==> config.mk <==
export PLATFORM = sky130hd
export DESIGN_NAME = linear_adsr_envelope
export DESIGN_NICKNAME = d
export VERILOG_FILES = /design/src/design/lae_pkg.sv /design/src/design/lae_mul.sv /design/src/design/lae_div.sv /design/src/design/linear_adsr_envelope.sv
export VERILOG_INCLUDE_DIRS = /design/src /design/src/design
export SDC_FILE = /design/constraint.sdc
export NUM_CORES = 2
export LEC_CHECK = 0
export ABC_AREA = 1
export BUFFER_PORTS_ARGS = -buffer_cell sky130_fd_sc_hd__buf_2
export CORE_ASPECT_RATIO = 0.5
export CORE_MARGIN = 4
export CORE_UTILIZATION = 30
export CTS_BUF_LIST = sky130_fd_sc_hd__clkbuf_4 sky130_fd_sc_hd__clkbuf_8
export CTS_CLUSTER_SIZE = 14
export DETAILED_ROUTE_END_ITERATION = 16
export PLACE_DENSITY = 0.43
export SYNTH_ARGS = -nofsm -noshare
export SYNTH_HDL_FRONTEND = slang
export SYNTH_SLANG_ARGS = --single-unit
==> constraint.sdc <==
create_clock -name i_clk -period 8.5 [get_ports i_clk]
set_clock_uncertainty 0.1 [all_clocks]
set_input_delay 1.7 -clock i_clk [delete_from_list [all_inputs] [get_ports i_clk]]
set_output_delay 1.7 -clock i_clk [all_outputs]
set_load 0.05 [all_outputs]
==> src/design/linear_adsr_envelope_macros.svh <==
// Assertion macros shared by the envelope generator modules.
`ifndef LINEAR_ADSR_ENVELOPE_MACROS_SVH
`define LINEAR_ADSR_ENVELOPE_MACROS_SVH

// Condition that must hold at every clock edge out of reset.
`define LAE_ASSERT_ALWAYS(lbl, clk, rst_n, cond, msg) \
    lbl: assert property (@(posedge clk) disable iff (!rst_n) (cond)) else $error(msg);

// Consequent must hold in the same cycle as the antecedent.
`define LAE_ASSERT_IMPLY(lbl, clk, rst_n, ante, cons, msg) \
    lbl: assert property (@(posedge clk) disable iff (!rst_n) (ante) |-> (cons)) \
        else $error(msg);

// Consequent must hold in the cycle after the antecedent.
`define LAE_ASSERT_NEXT(lbl, clk, rst_n, ante, cons, msg) \
    lbl: assert property (@(posedge clk) disable iff (!rst_n) (ante) |=> (cons)) \
        else $error(msg);

`endif

==> src/design/lae_pkg.sv <==
// Shared widths and the divider request type of the envelope generator.
package lae_pkg;

    localparam int SEG_W  = 23;            // segment length in ticks
    localparam int STEP_W = 17;            // Q1.16 level and step size
    localparam int NUM_W  = 32;            // divider dividend width
    localparam int CNT_W  = 6;             // divider step counter
    localparam int PROD_W = SEG_W + STEP_W;

    typedef struct packed {
        logic             start;
        logic [CNT_W-1:0] steps;
    } t_div_req;

endpackage

==> src/design/lae_mul.sv <==
// Bit-serial shift-add multiplier, one multiplier bit per cycle, LSB first.
`include "linear_adsr_envelope_macros.svh"

module lae_mul (
    input  logic                        i_clk,
    input  logic                        i_rst_n,
    input  logic                        i_start,
    input  logic [lae_pkg::STEP_W-1:0]  i_mcand,
    input  logic [lae_pkg::SEG_W-1:0]   i_mplier,
    output logic                        o_done,
    output logic [lae_pkg::PROD_W-1:0]  o_product
);

    localparam int MUL_CW = $clog2(lae_pkg::SEG_W + 1);

    logic                       r_busy;
    logic                       r_done;
    logic [MUL_CW-1:0]          r_cnt;
    logic [lae_pkg::STEP_W-1:0] r_mcand;
    logic [lae_pkg::STEP_W-1:0] r_acc;
    logic [lae_pkg::SEG_W-1:0]  r_sr;
    logic [lae_pkg::STEP_W:0]   n_sum;

    assign n_sum = {1'b0, r_acc} + (r_sr[0] ? {1'b0, r_mcand} : '0);

    always_ff @(posedge i_clk) begin
        if (!i_rst_n) begin
            r_busy <= 1'b0;
            r_done <= 1'b0;
            r_cnt  <= '0;
        end else begin
            r_done <= 1'b0;
            if (i_start) begin
                r_busy  <= 1'b1;
                r_cnt   <= MUL_CW'(lae_pkg::SEG_W);
                r_mcand <= i_mcand;
                r_acc   <= '0;
                r_sr    <= i_mplier;
            end else if (r_busy) begin
                // Low product bits leave the accumulator into the vacated multiplier bits.
                r_acc <= n_sum[lae_pkg::STEP_W:1];
                r_sr  <= {n_sum[0], r_sr[lae_pkg::SEG_W-1:1]};
                r_cnt <= r_cnt - MUL_CW'(1);
                if (r_cnt == MUL_CW'(1)) begin
                    r_busy <= 1'b0;
                    r_done <= 1'b1;
                end
            end
        end
    end

    assign o_done    = r_done;
    assign o_product = {r_acc, r_sr};

    `LAE_ASSERT_IMPLY(a_acc_bound, i_clk, i_rst_n, r_busy, r_acc < r_mcand || r_mcand == '0, "multiplier accumulator outgrew the multiplicand")

endmodule

==> src/design/lae_div.sv <==
// Bit-serial restoring divider, one quotient bit per cycle, dividend MSB first.
`include "linear_adsr_envelope_macros.svh"

module lae_div (
    input  logic                       i_clk,
    input  logic                       i_rst_n,
    input  lae_pkg::t_div_req          i_req,
    input  logic [lae_pkg::NUM_W-1:0]  i_num,
    input  logic [lae_pkg::SEG_W-1:0]  i_den,
    output logic                       o_done,
    output logic [lae_pkg::NUM_W-1:0]  o_quo
);

    logic                        r_busy;
    logic                        r_done;
    logic [lae_pkg::CNT_W-1:0]   r_cnt;
    logic [lae_pkg::NUM_W-1:0]   r_num;
    logic [lae_pkg::SEG_W-1:0]   r_den;
    logic [lae_pkg::SEG_W-1:0]   r_rem;
    logic [lae_pkg::NUM_W-1:0]   r_quo;
    logic [lae_pkg::SEG_W:0]     n_trial;
    logic [lae_pkg::SEG_W:0]     n_diff;
    logic                        n_fits;

    assign n_trial = {r_rem, r_num[lae_pkg::NUM_W-1]};
    assign n_diff  = n_trial - {1'b0, r_den};
    assign n_fits  = n_trial >= {1'b0, r_den};

    always_ff @(posedge i_clk) begin
        if (!i_rst_n) begin
            r_busy <= 1'b0;
            r_done <= 1'b0;
            r_cnt  <= '0;
        end else begin
            r_done <= 1'b0;
            if (i_req.start) begin
                r_busy <= 1'b1;
                r_cnt  <= i_req.steps;
                r_num  <= i_num;
                r_den  <= i_den;
                r_rem  <= '0;
                r_quo  <= '0;
            end else if (r_busy) begin
                r_rem <= n_fits ? n_diff[lae_pkg::SEG_W-1:0] : n_trial[lae_pkg::SEG_W-1:0];
                r_num <= {r_num[lae_pkg::NUM_W-2:0], 1'b0};
                r_quo <= {r_quo[lae_pkg::NUM_W-2:0], n_fits};
                r_cnt <= r_cnt - lae_pkg::CNT_W'(1);
                if (r_cnt == lae_pkg::CNT_W'(1)) begin
                    r_busy <= 1'b0;
                    r_done <= 1'b1;
                end
            end
        end
    end

    assign o_done = r_done;
    assign o_quo  = r_quo;

    `LAE_ASSERT_IMPLY(a_rem_below_den, i_clk, i_rst_n, r_busy && r_den != '0, r_rem < r_den, "partial remainder reached the divisor")

endmodule

==> src/design/linear_adsr_envelope.sv <==
// Linear ADSR envelope generator: tick sequencer, config registers, output register.
// A held or silent tick runs the bit-serial multiplier once, for velocity; a ramping tick runs it
// once for the ramp and once for velocity.
// A note start adds three multiply and divide pairs for segment lengths, then the sustain and step
// divisions; a release start adds one 17-step division, skipped for a zero-length release.
// Reset is synchronous; it restores the register defaults and the idle envelope.
`include "linear_adsr_envelope_macros.svh"

module linear_adsr_envelope #(
    parameter int TICK_WIDTH = 32
) (
    input  logic        i_clk,
    input  logic        i_rst_n,
    input  logic        i_valid,
    output logic        o_stall,
    input  logic [15:0] i_trigger_level,
    output logic        o_valid,
    input  logic        i_stall,
    output logic [16:0] o_envelope_level,
    output logic [23:0] o_scaled_level,
    output logic [1:0]  o_phase,
    input  logic        i_cfg_valid,
    output logic        o_cfg_ready,
    input  logic [2:0]  i_cfg_index,
    input  logic [15:0] i_cfg_data
);

    localparam int SINCE_W  = lae_pkg::SEG_W + 1;
    localparam int STEP_PAD = lae_pkg::NUM_W - lae_pkg::STEP_W;
    localparam int PCT_PAD  = lae_pkg::NUM_W - 7;

    localparam logic [lae_pkg::STEP_W-1:0] FULL_SCALE = 17'h10000;
    localparam logic [TICK_WIDTH-1:0]      TICK_MAX   = {TICK_WIDTH{1'b1}};
    localparam logic [SINCE_W-1:0]         SINCE_MAX  = {SINCE_W{1'b1}};
    localparam logic [lae_pkg::SEG_W-1:0]  MS_PER_S   = 23'd1000;
    localparam logic [lae_pkg::SEG_W-1:0]  PCT_DEN    = 23'd100;
    localparam logic [6:0]                 PCT_MAX    = 7'd100;
    localparam logic [15:0]                UNIT_VEL   = 16'd256;

    localparam logic [lae_pkg::CNT_W-1:0] STEPS_TICK = lae_pkg::CNT_W'(lae_pkg::NUM_W);
    localparam logic [lae_pkg::CNT_W-1:0] STEPS_HOLD = lae_pkg::CNT_W'(7 + 16);
    localparam logic [lae_pkg::CNT_W-1:0] STEPS_STEP = lae_pkg::CNT_W'(lae_pkg::STEP_W);

    localparam logic [2:0] CFG_ATTACK  = 3'd0;
    localparam logic [2:0] CFG_DECAY   = 3'd1;
    localparam logic [2:0] CFG_SUSTAIN = 3'd2;
    localparam logic [2:0] CFG_RELEASE = 3'd3;
    localparam logic [2:0] CFG_MODE    = 3'd4;
    localparam logic [2:0] CFG_TPS     = 3'd5;

    localparam logic [1:0] PH_SILENT = 2'd0;
    localparam logic [1:0] PH_PLAY   = 2'd1;
    localparam logic [1:0] PH_REL    = 2'd2;

    typedef enum logic [3:0] {
        S_IDLE, S_TMUL, S_TDIV, S_HOLD, S_AINC, S_DDEC, S_RDEC,
        S_LCMP, S_LMUL, S_VSTART, S_VMUL, S_PUSH
    } t_state;

    typedef enum logic [1:0] {
        SEG_ATTACK, SEG_DECAY, SEG_RELEASE
    } t_seg;

    t_state r_state;
    t_seg   r_seg;

    // Configuration registers.
    logic [15:0] r_attack_ms;
    logic [15:0] r_decay_ms;
    logic [6:0]  r_sustain;
    logic [15:0] r_release_ms;
    logic        r_mode;
    logic [15:0] r_tps;

    // Envelope state.
    logic [1:0]                  r_phase;
    logic [TICK_WIDTH-1:0]       r_tick;
    logic [SINCE_W-1:0]          r_since;
    logic [15:0]                 r_prev;
    logic [lae_pkg::STEP_W-1:0]  r_level;
    logic [15:0]                 r_vel;
    logic [lae_pkg::SEG_W-1:0]   r_a_ticks;
    logic [lae_pkg::SEG_W-1:0]   r_d_ticks;
    logic [lae_pkg::SEG_W-1:0]   r_r_ticks;
    logic [lae_pkg::STEP_W-1:0]  r_a_inc;
    logic [lae_pkg::STEP_W-1:0]  r_d_dec;
    logic [lae_pkg::STEP_W-1:0]  r_r_dec;
    logic [lae_pkg::STEP_W-1:0]  r_hold;
    logic [23:0]                 r_scaled;

    // Arithmetic unit requests.
    logic                        r_mul_start;
    logic [lae_pkg::STEP_W-1:0]  r_mul_a;
    logic [lae_pkg::SEG_W-1:0]   r_mul_b;
    lae_pkg::t_div_req           r_div_req;
    logic [lae_pkg::NUM_W-1:0]   r_div_num;
    logic [lae_pkg::SEG_W-1:0]   r_div_den;

    // Output register.
    logic                        r_out_valid;
    logic [16:0]                 r_out_env;
    logic [23:0]                 r_out_scaled;
    logic [1:0]                  r_out_phase;

    logic                        w_mul_done;
    logic [lae_pkg::PROD_W-1:0]  w_mul_prod;
    logic                        w_div_done;
    logic [lae_pkg::NUM_W-1:0]   w_div_quo;

    logic                        w_change;
    logic                        w_start_note;
    logic                        w_release;
    logic [6:0]                  w_pct;
    logic [15:0]                 w_ms;
    logic                        w_tick_low;
    logic [SINCE_W-1:0]          w_t24;
    logic [SINCE_W-1:0]          w_ad_sum;
    logic [SINCE_W-1:0]          w_decay_t;
    logic                        w_in_attack;
    logic                        w_in_decay;
    logic                        w_in_release;
    logic [TICK_WIDTH-1:0]       n_tick;
    logic [SINCE_W-1:0]          n_since;

    lae_mul u_mul (
        .i_clk     (i_clk),
        .i_rst_n   (i_rst_n),
        .i_start   (r_mul_start),
        .i_mcand   (r_mul_a),
        .i_mplier  (r_mul_b),
        .o_done    (w_mul_done),
        .o_product (w_mul_prod)
    );

    lae_div u_div (
        .i_clk   (i_clk),
        .i_rst_n (i_rst_n),
        .i_req   (r_div_req),
        .i_num   (r_div_num),
        .i_den   (r_div_den),
        .o_done  (w_div_done),
        .o_quo   (w_div_quo)
    );

    assign w_change     = i_trigger_level != r_prev;
    assign w_release    = w_change && (i_trigger_level == '0);
    assign w_start_note = w_change && (i_trigger_level != '0) && (!r_mode || r_prev == '0);
    assign w_pct        = (r_sustain > PCT_MAX) ? PCT_MAX : r_sustain;

    always_comb begin
        case (r_seg)
            SEG_ATTACK: w_ms = r_attack_ms;
            SEG_DECAY:  w_ms = r_decay_ms;
            default:    w_ms = r_release_ms;
        endcase
    end

    // Segment boundaries fit in 24 bits; a larger tick count is past every boundary.
    assign w_tick_low   = r_tick <= TICK_WIDTH'(SINCE_MAX);
    assign w_t24        = r_tick[SINCE_W-1:0];
    assign w_ad_sum     = {1'b0, r_a_ticks} + {1'b0, r_d_ticks};
    assign w_decay_t    = w_t24 - {1'b0, r_a_ticks};
    assign w_in_attack  = w_tick_low && (w_t24 <= {1'b0, r_a_ticks});
    assign w_in_decay   = w_tick_low && (w_t24 <= w_ad_sum);
    assign w_in_release = r_since <= {1'b0, r_r_ticks};

    // The release counter advances when the tick counter does, until it saturates at its own maximum.
    assign n_tick  = (r_tick == TICK_MAX) ? r_tick : r_tick + TICK_WIDTH'(1);
    assign n_since = (r_tick != TICK_MAX && r_since != SINCE_MAX) ?
                     r_since + SINCE_W'(1) : r_since;

    always_ff @(posedge i_clk) begin
        if (!i_rst_n) begin
            r_state      <= S_IDLE;
            r_seg        <= SEG_ATTACK;
            r_mul_start  <= 1'b0;
            r_div_req    <= '0;
            r_out_valid  <= 1'b0;
            r_attack_ms  <= '0;
            r_decay_ms   <= '0;
            r_sustain    <= PCT_MAX;
            r_release_ms <= '0;
            r_mode       <= 1'b0;
            r_tps        <= 16'd1000;
            r_phase      <= PH_SILENT;
            r_tick       <= '0;
            r_since      <= '0;
            r_prev       <= '0;
            r_level      <= '0;
            r_vel        <= '0;
            r_a_ticks    <= '0;
            r_d_ticks    <= '0;
            r_r_ticks    <= '0;
            r_a_inc      <= FULL_SCALE;
            r_d_dec      <= '0;
            r_r_dec      <= '0;
            r_hold       <= FULL_SCALE;
        end else begin
            r_mul_start     <= 1'b0;
            r_div_req.start <= 1'b0;

            if (r_out_valid && !i_stall) begin
                r_out_valid <= 1'b0;
            end

            if (i_cfg_valid) begin
                case (i_cfg_index)
                    CFG_ATTACK:  r_attack_ms  <= i_cfg_data;
                    CFG_DECAY:   r_decay_ms   <= i_cfg_data;
                    CFG_SUSTAIN: r_sustain    <= i_cfg_data[6:0];
                    CFG_RELEASE: r_release_ms <= i_cfg_data;
                    CFG_MODE:    r_mode       <= i_cfg_data[0];
                    CFG_TPS:     r_tps        <= i_cfg_data;
                    default: ;
                endcase
            end

            case (r_state)
                S_IDLE: begin
                    if (i_valid) begin
                        if (w_change) begin
                            r_prev <= i_trigger_level;
                        end
                        if (w_start_note) begin
                            r_phase     <= PH_PLAY;
                            r_tick      <= '0;
                            r_vel       <= r_mode ? UNIT_VEL : i_trigger_level;
                            r_seg       <= SEG_ATTACK;
                            r_mul_start <= 1'b1;
                            r_mul_a     <= {1'b0, r_tps};
                            r_mul_b     <= {7'b0, r_attack_ms};
                            r_state     <= S_TMUL;
                        end else if (w_release) begin
                            r_phase <= PH_REL;
                            r_since <= '0;
                            r_hold  <= r_level;
                            if (r_r_ticks != '0) begin
                                r_div_req <= '{start: 1'b1, steps: STEPS_STEP};
                                r_div_num <= {r_level, {STEP_PAD{1'b0}}};
                                r_div_den <= r_r_ticks;
                            end
                            r_state <= S_RDEC;
                        end else begin
                            r_state <= S_LCMP;
                        end
                    end
                end

                S_TMUL: begin
                    if (w_mul_done) begin
                        r_div_req <= '{start: 1'b1, steps: STEPS_TICK};
                        r_div_num <= w_mul_prod[lae_pkg::NUM_W-1:0];
                        r_div_den <= MS_PER_S;
                        r_state   <= S_TDIV;
                    end
                end

                S_TDIV: begin
                    if (w_div_done) begin
                        case (r_seg)
                            SEG_ATTACK: begin
                                r_a_ticks   <= w_div_quo[lae_pkg::SEG_W-1:0];
                                r_seg       <= SEG_DECAY;
                                r_mul_start <= 1'b1;
                                r_mul_a     <= {1'b0, r_tps};
                                r_mul_b     <= {7'b0, r_decay_ms};
                                r_state     <= S_TMUL;
                            end
                            SEG_DECAY: begin
                                r_d_ticks   <= w_div_quo[lae_pkg::SEG_W-1:0];
                                r_seg       <= SEG_RELEASE;
                                r_mul_start <= 1'b1;
                                r_mul_a     <= {1'b0, r_tps};
                                r_mul_b     <= {7'b0, w_ms == r_decay_ms ? r_release_ms
                                                                         : r_release_ms};
                                r_state     <= S_TMUL;
                            end
                            default: begin
                                r_r_ticks <= w_div_quo[lae_pkg::SEG_W-1:0];
                                r_div_req <= '{start: 1'b1, steps: STEPS_HOLD};
                                r_div_num <= {w_pct, {PCT_PAD{1'b0}}};
                                r_div_den <= PCT_DEN;
                                r_state   <= S_HOLD;
                            end
                        endcase
                    end
                end

                S_HOLD: begin
                    if (w_div_done) begin
                        r_hold <= w_div_quo[lae_pkg::STEP_W-1:0];
                        if (r_a_ticks != '0) begin
                            r_div_req <= '{start: 1'b1, steps: STEPS_STEP};
                            r_div_num <= {FULL_SCALE, {STEP_PAD{1'b0}}};
                            r_div_den <= r_a_ticks;
                        end
                        r_state <= S_AINC;
                    end
                end

                // A zero-length segment takes the whole step at once and needs no division.
                S_AINC: begin
                    if (r_a_ticks == '0 || w_div_done) begin
                        r_a_inc <= (r_a_ticks == '0) ? FULL_SCALE
                                                     : w_div_quo[lae_pkg::STEP_W-1:0];
                        if (r_d_ticks != '0) begin
                            r_div_req <= '{start: 1'b1, steps: STEPS_STEP};
                            r_div_num <= {FULL_SCALE - r_hold, {STEP_PAD{1'b0}}};
                            r_div_den <= r_d_ticks;
                        end
                        r_state <= S_DDEC;
                    end
                end

                S_DDEC: begin
                    if (r_d_ticks == '0 || w_div_done) begin
                        r_d_dec <= (r_d_ticks == '0) ? FULL_SCALE - r_hold
                                                     : w_div_quo[lae_pkg::STEP_W-1:0];
                        r_state <= S_LCMP;
                    end
                end

                S_RDEC: begin
                    if (r_r_ticks == '0 || w_div_done) begin
                        r_r_dec <= (r_r_ticks == '0) ? r_hold
                                                     : w_div_quo[lae_pkg::STEP_W-1:0];
                        r_state <= S_LCMP;
                    end
                end

                S_LCMP: begin
                    r_tick  <= n_tick;
                    r_since <= n_since;
                    case (r_phase)
                        PH_PLAY: begin
                            if (w_in_attack) begin
                                r_seg       <= SEG_ATTACK;
                                r_mul_start <= 1'b1;
                                r_mul_a     <= r_a_inc;
                                r_mul_b     <= w_t24[lae_pkg::SEG_W-1:0];
                                r_state     <= S_LMUL;
                            end else if (w_in_decay) begin
                                r_seg       <= SEG_DECAY;
                                r_mul_start <= 1'b1;
                                r_mul_a     <= r_d_dec;
                                r_mul_b     <= w_decay_t[lae_pkg::SEG_W-1:0];
                                r_state     <= S_LMUL;
                            end else begin
                                r_level <= r_hold;
                                r_state <= S_VSTART;
                            end
                        end
                        PH_REL: begin
                            if (w_in_release) begin
                                r_seg       <= SEG_RELEASE;
                                r_mul_start <= 1'b1;
                                r_mul_a     <= r_r_dec;
                                r_mul_b     <= r_since[lae_pkg::SEG_W-1:0];
                                r_state     <= S_LMUL;
                            end else begin
                                r_level <= '0;
                                r_phase <= PH_SILENT;
                                r_state <= S_VSTART;
                            end
                        end
                        default: begin
                            r_state <= S_VSTART;
                        end
                    endcase
                end

                // Step sizes are truncated quotients, so no ramp product passes its segment span.
                S_LMUL: begin
                    if (w_mul_done) begin
                        case (r_seg)
                            SEG_ATTACK: r_level <= w_mul_prod[lae_pkg::STEP_W-1:0];
                            SEG_DECAY:  r_level <= FULL_SCALE - w_mul_prod[lae_pkg::STEP_W-1:0];
                            default:    r_level <= r_hold - w_mul_prod[lae_pkg::STEP_W-1:0];
                        endcase
                        r_state <= S_VSTART;
                    end
                end

                S_VSTART: begin
                    r_mul_start <= 1'b1;
                    r_mul_a     <= r_level;
                    r_mul_b     <= {7'b0, r_vel};
                    r_state     <= S_VMUL;
                end

                S_VMUL: begin
                    if (w_mul_done) begin
                        r_scaled <= w_mul_prod[31:8];
                        r_state  <= S_PUSH;
                    end
                end

                // The output register takes a new beat when it is empty or its previous beat is leaving.
                S_PUSH: begin
                    if (!r_out_valid || !i_stall) begin
                        r_out_valid  <= 1'b1;
                        r_out_env    <= r_level;
                        r_out_scaled <= r_scaled;
                        r_out_phase  <= r_phase;
                        r_state      <= S_IDLE;
                    end
                end

                default: begin
                    r_state <= S_IDLE;
                end
            endcase
        end
    end

    assign o_stall          = r_state != S_IDLE;
    assign o_valid          = r_out_valid;
    assign o_envelope_level = r_out_env;
    assign o_scaled_level   = r_out_scaled;
    assign o_phase          = r_out_phase;
    assign o_cfg_ready      = 1'b1;

    `LAE_ASSERT_IMPLY(a_quiet_prev, i_clk, i_rst_n, r_phase != PH_PLAY, r_prev == '0, "trigger memory nonzero outside a playing note")
    `LAE_ASSERT_ALWAYS(a_level_range, i_clk, i_rst_n, r_level <= FULL_SCALE, "envelope level above full scale")
    `LAE_ASSERT_NEXT(a_push_free, i_clk, i_rst_n, r_state == S_PUSH && !r_out_valid, r_out_valid && r_state == S_IDLE, "finished tick not moved into a free output register")

endmodule

# Word level (Yosys, flattened, before mapping)
# Index checks and enable logic that the tools add are counted.
# word_totals
register_bits,666
inputBits,40
out_inout_bits,46
wordCells,340
# op_classes
addsub,11
n_lt_le_gt_ge,6
eq_ne,55
mux,146
bitwise_logic,4
n_reduce_logical,71
# op_table
op,count
2-to-1 mux 32 bit,16
2-to-1 mux 23 bit,22
2-to-1 mux 17 bit,20
one-hot mux 17 bit (2 select lines),5
one-hot mux 32 bit (5 select lines),1
one-hot mux 23 bit (5 select lines),1
2-to-1 mux 24 bit,4
one-hot mux 23 bit (2 select lines),2
one-hot mux 23 bit (4 select lines),1
2-to-1 mux 7 bit,12
logical NOT 23 bit,3
nonzero test 23 bit,3
one-hot mux 17 bit (4 select lines),1
one-hot mux 32 bit (2 select lines),1
<= comparator 24 x 23 -> 1 bit,2
one-hot mux 24 bit (2 select lines),1
one-hot mux 4 bit (12 select lines),1
subtractor 23 bit,2
2-to-1 mux 4 bit,10
one-hot mux 7 bit (5 select lines),1
inequality test 2 bit (second input constant),17
subtractor 17 bit (first input constant),2
adder 32 x 1 -> 32 bit (second input constant),1
equality test 32 bit (second input constant),1
64 further kinds,163

# Depth between registers and ports, before layout
# logic_depth
word_depth,7
mapped_depth,30

# Hierarchy
# Synthesis repeated with hierarchy kept, for this count alone.
# hier_totals
hier_cells,4882
area_unflattened_um2,37278.3
# by_module_without_submodules
mod,n_inst,cells_per_inst,area_per_inst_um2
linear_adsr_envelope,1,3615,27033.4
lae_div,1,818,6582.6
lae_mul,1,449,3662.3

# Worst setup path after synthesis
# No wires, ideal clock.
# synth_path
path_kind,input-to-reg
start,in i_rst_n
end,"reg u_div.r_quo, in the netlist u_div.o_quo[0] (enable)"
setup_ps,516
t_arrival_ps,5256
t_required_ps,7884
path_slack_ps,2627
stages,3
n_path_buf,1
path_cell_list,inv_2 > clkbuf_1 > nor2_1
# synth_via
elab_chain_cells,1
# synth_rtl
element,line_no,source
from (decl),linear_adsr_envelope.sv:13,"input logic i_rst_n,"
AND reduction 2 bit (no source line),n/a,
to (signal assigned),lae_div.sv:46,"r_quo <= {r_quo[lae_pkg::NUM_W-2:0], n_fits};"
to (decl),lae_div.sv:20,logic [lae_pkg::NUM_W-1:0] r_quo;
# No other way between the ends.
# A chain may end at the register's enable or synchronous reset.

# Worst setup path in the final report
# layout_path
start,reg r_a_ticks[2] in the netlist's numbering
end,reg r_mul_a[14] in the netlist's numbering (enable)
# layout_via
elab_chain_cells,5
elab_cells_between_ends,7
# layout_rtl
element,line_no,source
from (decl),linear_adsr_envelope.sv:82,logic [lae_pkg::SEG_W-1:0] r_a_ticks;
from (signal assigned),linear_adsr_envelope.sv:262,r_a_ticks <= w_div_quo[lae_pkg::SEG_W-1:0];
adder 23 x 23 -> 24 bit,linear_adsr_envelope.sv:161,"assign w_ad_sum = {1'b0, r_a_ticks} + {1'b0, r_d_ticks};"
<= comparator 24 bit,linear_adsr_envelope.sv:164,assign w_in_decay = w_tick_low && (w_t24 <= w_ad_sum);
logical AND 1 bit,linear_adsr_envelope.sv:164,
inequality test 4 bit (no source line) (*),n/a,
AND reduction 9 bit (no source line) (*),n/a,
to (signal assigned),linear_adsr_envelope.sv:230,"r_mul_a <= {1'b0, r_tps};"
to (signal assigned),linear_adsr_envelope.sv:265,"r_mul_a <= {1'b0, r_tps};"
to (signal assigned),linear_adsr_envelope.sv:273,"r_mul_a <= {1'b0, r_tps};"
to (decl),linear_adsr_envelope.sv:93,logic [lae_pkg::STEP_W-1:0] r_mul_a;
# Mark *: on every way between the ends. The rest lies on a longest branch, timed or not.

==> impl_metrics.csv <==
group,metric,value,unit
synth,ys_ff_latch,663,
run_status,run_status,"completed",
setup_path,critical_path_buf_inv_count,1,
routing,wire_per_inst,23.38,µm
setup_path,end_kind,"flop",
timing,period_needed,4.819,ns
synth,synth.area.top_cells,"edfxtp_1 (27%), dfxtp_1 (19%), nand2_1 (9.8%)",
setup_path,crit_chain,"ha_1, nand3_1, nand2_1, a21oi_1, o21ai_0, a21oi_1, o21ai_0, nand2_1, nand3_1, nand2_1, ha_1, nand2_1, nor2_1, nand4_1, nor2_1, nand4_1, nand2_1, nand2_1, nand3_1, nand2_1, nor4_2, buf_4",
setup_path,path_class,"reg -> reg",
power_and_ir_drop,clkPwrFrac,33.9,%
setup_path,r2r-start,"r_a_ticks[2]$_SDFFE_PN0P_",
setup_path,reg2regPathDepth,22,
synth,yosysTopAreaCell,"edfxtp_1",
die,core,118300,µm²
clocking,cts-hold-fix-buffers,0,
setup_path,slowest_stage,"o21ai_0",
placement,place_ws,3.793,ns
clocking,clkSlewWorstSetupHoldPaths,0.07,ns
timing,clock.fmax,207.5,MHz
die,die_y,252.5,µm
clocking,cts_buffer_depth,3,
global_route,grt_pass1_wl,211400,µm
synth,synth_cell_types,59,
synth,synth_fa_ha_area_share,5.791,%
synth,synth_top_area_share,26.79,%
synth,synthesis.instances,4531,
routing,wl,146700,µm
power_and_ir_drop,power_density,226.0,nW/µm²
synth,ys_async_sr_fraction,0,%
synth,synth_xor_area_share,2.808,%
timing,tightest_slew,1.281,ns
die,start_util,30.33,%
power_and_ir_drop,p_switching,0.003282,W
power_and_ir_drop,p_int,0.005811,W
clocking,worstSkewPairLatency,0.83,ns
setup_path,timing.critical_path.to,"r_mul_a[14]$_DFFE_PP_",
clocking,post-cts-setup-buffers,0,
setup_path,startpoint,"r_a_ticks[2]$_SDFFE_PN0P_",
clocking,cts_tree,"built",
placement,hpwl,110500,µm
placement,portBuffers,84,
setup_path,cp.required,8.89,ns
placement,dp.cells,6074,
placement,place_congestion,0.9187,
setup_path,crit_fanout,17,
worst_hold_path,holdPathStages,0,
setup_path,worst_path_most_repeated_cell,"nand2_1",
synth,synthMuxAreaShare,0,%
global_route,antenna_found_initial,22,
layout,fin_util,34.02,%
layout,n_fill_cell,12550,
die,rows,89,
timing,slew_violations,0,
clocking,cts_buffers,104,
setup_path,cp.depth,22,
synth,synthesis.nets,4734,
timing,setup_violations,0,
setup_path,slowest_delay,0.41,ns
synth,seq_area_frac_synth,45.93,%
die,num_io_pins,86,
clocking,cts_root_buf,"clkbuf_8",
clocking,htree_levels,3,
synth,synthFlopType,"dfxtp_1",
setup_path,cp-start-kind,"flop",
synth,syn_avg_cell_area,7.916,µm²
routing,dr_total_vias,32610,
layout,area_delta_synth_final,12.18,%
clocking,cts.sinks,663,
setup_path,r2r_slack,3.68,ns
die,die_w,497,µm
synth,synth_area,35870,µm²
layout,drive_gt1_share,8.873,%
routing,drc_errors,0,
routing,vias_per_cell,5.198,
synth,synth_edf_count,320,
power_and_ir_drop,p_comb_share,23.0,%
power_and_ir_drop,leakagePower,16.28,nW
timing,grt_setup_unrepaired,"no",
global_route,gr-usage-all-layers,22.73,%
timing,finalHoldViolCount,0,
job,maxCapViolCount,0,
routing,drtIter0Drc,3174,
power_and_ir_drop,ir_drop,120.9,µV
synth,ys_warn_count,0,
synth,yosys.area_share.simple,22.54,%
die,die_area,125500,µm²
synth,synth_compound_area_share,15.41,%
setup_path,crit_arrival,5.21,ns
routing,ant_nets,0,
clocking,cts_resized,0,
worst_hold_path,hold_class,"reg -> reg",
layout,final_nets,4791,
layout,finalNonFillerCells,6274,
synth,synth_top_family_by_area,"simple AND/OR/NAND/NOR gates",
global_route,grt.overflow.total,0,
global_route,grt_start_max_net_pins,99,
routing,firstDrtPassIters,6,
global_route,first_global_vias,30550,
timing,setup_slack,3.681,ns
timing,period_share,56.70,%
setup_path,regToRegEndpoint,"r_mul_a[14]$_DFFE_PP_",
timing,fin_setup_tns,0,ns
power_and_ir_drop,p_seq_share,43.0,%
setup_path,critPathTopFamily,"simple AND/OR/NAND/NOR gates",
power_and_ir_drop,swShare,36.09,%
power_and_ir_drop,p_total,0.009093,W
timing,slew_headroom,14.52,%
[power by group through the flow]
stage	clock network, W	registers [W]	logic, W
6_report	0.00309	0.00391	0.00209
5_1_grt	0.00331	0.00393	0.00228
4_1_cts	0.00317	0.00391	0.00207
3_5_place_dp	0	0.00398	0.00206
3_3_place_gp	0	0.00398	0.00207
2_1_floorplan	0	0.00384	0.00134
[cell usage in the layout, fill, tap and decap left out, types with 61 or more instances in the layout]
| cell | n |
|---|---|
| a21oi_1 | 439 |
| buf_2 | 83 |
| clkbuf_8 | 115 |
| dfxtp_1 | 341 |
| edfxtp_1 | 320 |
| ha_1 | 158 |
| inv_1 | 472 |
| nand2_1 | 937 |
| nand3_1 | 169 |
| nand4_1 | 122 |
| nor2_1 | 502 |
| o21ai_0 | 374 |
| xor2_1 | 61 |
[per-layer routing]
layer,vias up,routed length (µm),global-route usage [%]
met5,-,27,0
met4,4,3831,6.193
met3,207,10680,3.802
met2,1133,60910,33.88
met1,15810,71250,33.80
li1,15460,-,-
[worst min path at each step]
stage,from,endpoint,slack (ns)
2_1_floorplan,r_scaled[0]$_DFFE_PP_,o_scaled_level[0]$_DFFE_PP_,0.30
3_3_place_gp,r_div_den[21]$_DFFE_PP_,u_div.r_den[21]$_DFFE_PP_,0.30
3_5_place_dp,r_scaled[1]$_DFFE_PP_,o_scaled_level[1]$_DFFE_PP_,0.30
4_1_cts,r_div_den[8]$_DFFE_PP_,u_div.r_den[8]$_DFFE_PP_,0.30
5_1_grt,r_div_den[8]$_DFFE_PP_,u_div.r_den[8]$_DFFE_PP_,0.30
6_report,r_div_den[8]$_DFFE_PP_,u_div.r_den[8]$_DFFE_PP_,0.30
[Yosys cell counts (8+ instances only)]
cell and n:
nand2_1 937, nor2_1 509, inv_1 473, a21oi_1 439
o21ai_0 374, dfxtp_1 343, edfxtp_1 320, nand3_1 169
ha_1 158, clkbuf_1 126, nand4_1 122, xor2_1 61
nor3_1 59, xnor2_1 54, a211oi_1 51, buf_2 32
inv_2 31, o221ai_1 29, o211ai_1 24, nor4_1 21
nand2_2 13, or2_2 12, o21ai_1 11, a31oi_1 10
a21o_1 9, buf_1 9, nand3b_1 9, nor2_2 9
nor3_2 9, o21bai_1 9, clkinv_1 8, o31ai_1 8
[registers in the layout, indices dropped and copies added (netlist names), 24 cells and up]
signal          count
r_div_num          32
r_tick             32
u_div.r_num        32
o_scaled_level     24
r_scaled           24
r_since            24
[metrics by stage]
| step | hold slack (ns) | cell area [µm²] |
|---|---|---|
| floorplan | 0.3003 | 35870 |
| global placement | 0.3006 | 37930 |
| detailed placement | 0.3045 | 37930 |
| CTS | 0.2971 | 40220 |
| global route | 0.3023 | 40230 |
| finish | 0.2962 | 40240 |
[cells by family (layout without fill, tap and decap cells)]
logic type	Yosys count	in the layout
AO/OA/AOI/OAI	1005	1005
XOR/XNOR	115	115
adder cells (fa/ha/maj)	163	163
buffers and inverters	690	836
flip-flops	663	663
other	1	6
AND/OR/NAND/NOR	1894	1894
[layout make-up]
cell class                      instances  area, µm²  share of cell area [%]
Inverter                              512       1924                   4.783
Timing Repair Buffer                  129      777.0                   1.931
Tap cell                             1592       1992                   4.950
Antenna cell                            5      12.51                 0.03110
Multi-Input combinational cell       3178      16760                   41.66
Clock buffer                          147       1823                   4.531
Clock inverter                         48      467.9                   1.163
Sequential cell                       663      16480                   40.95
No activity file was read; power rests on OpenSTA's default activity.
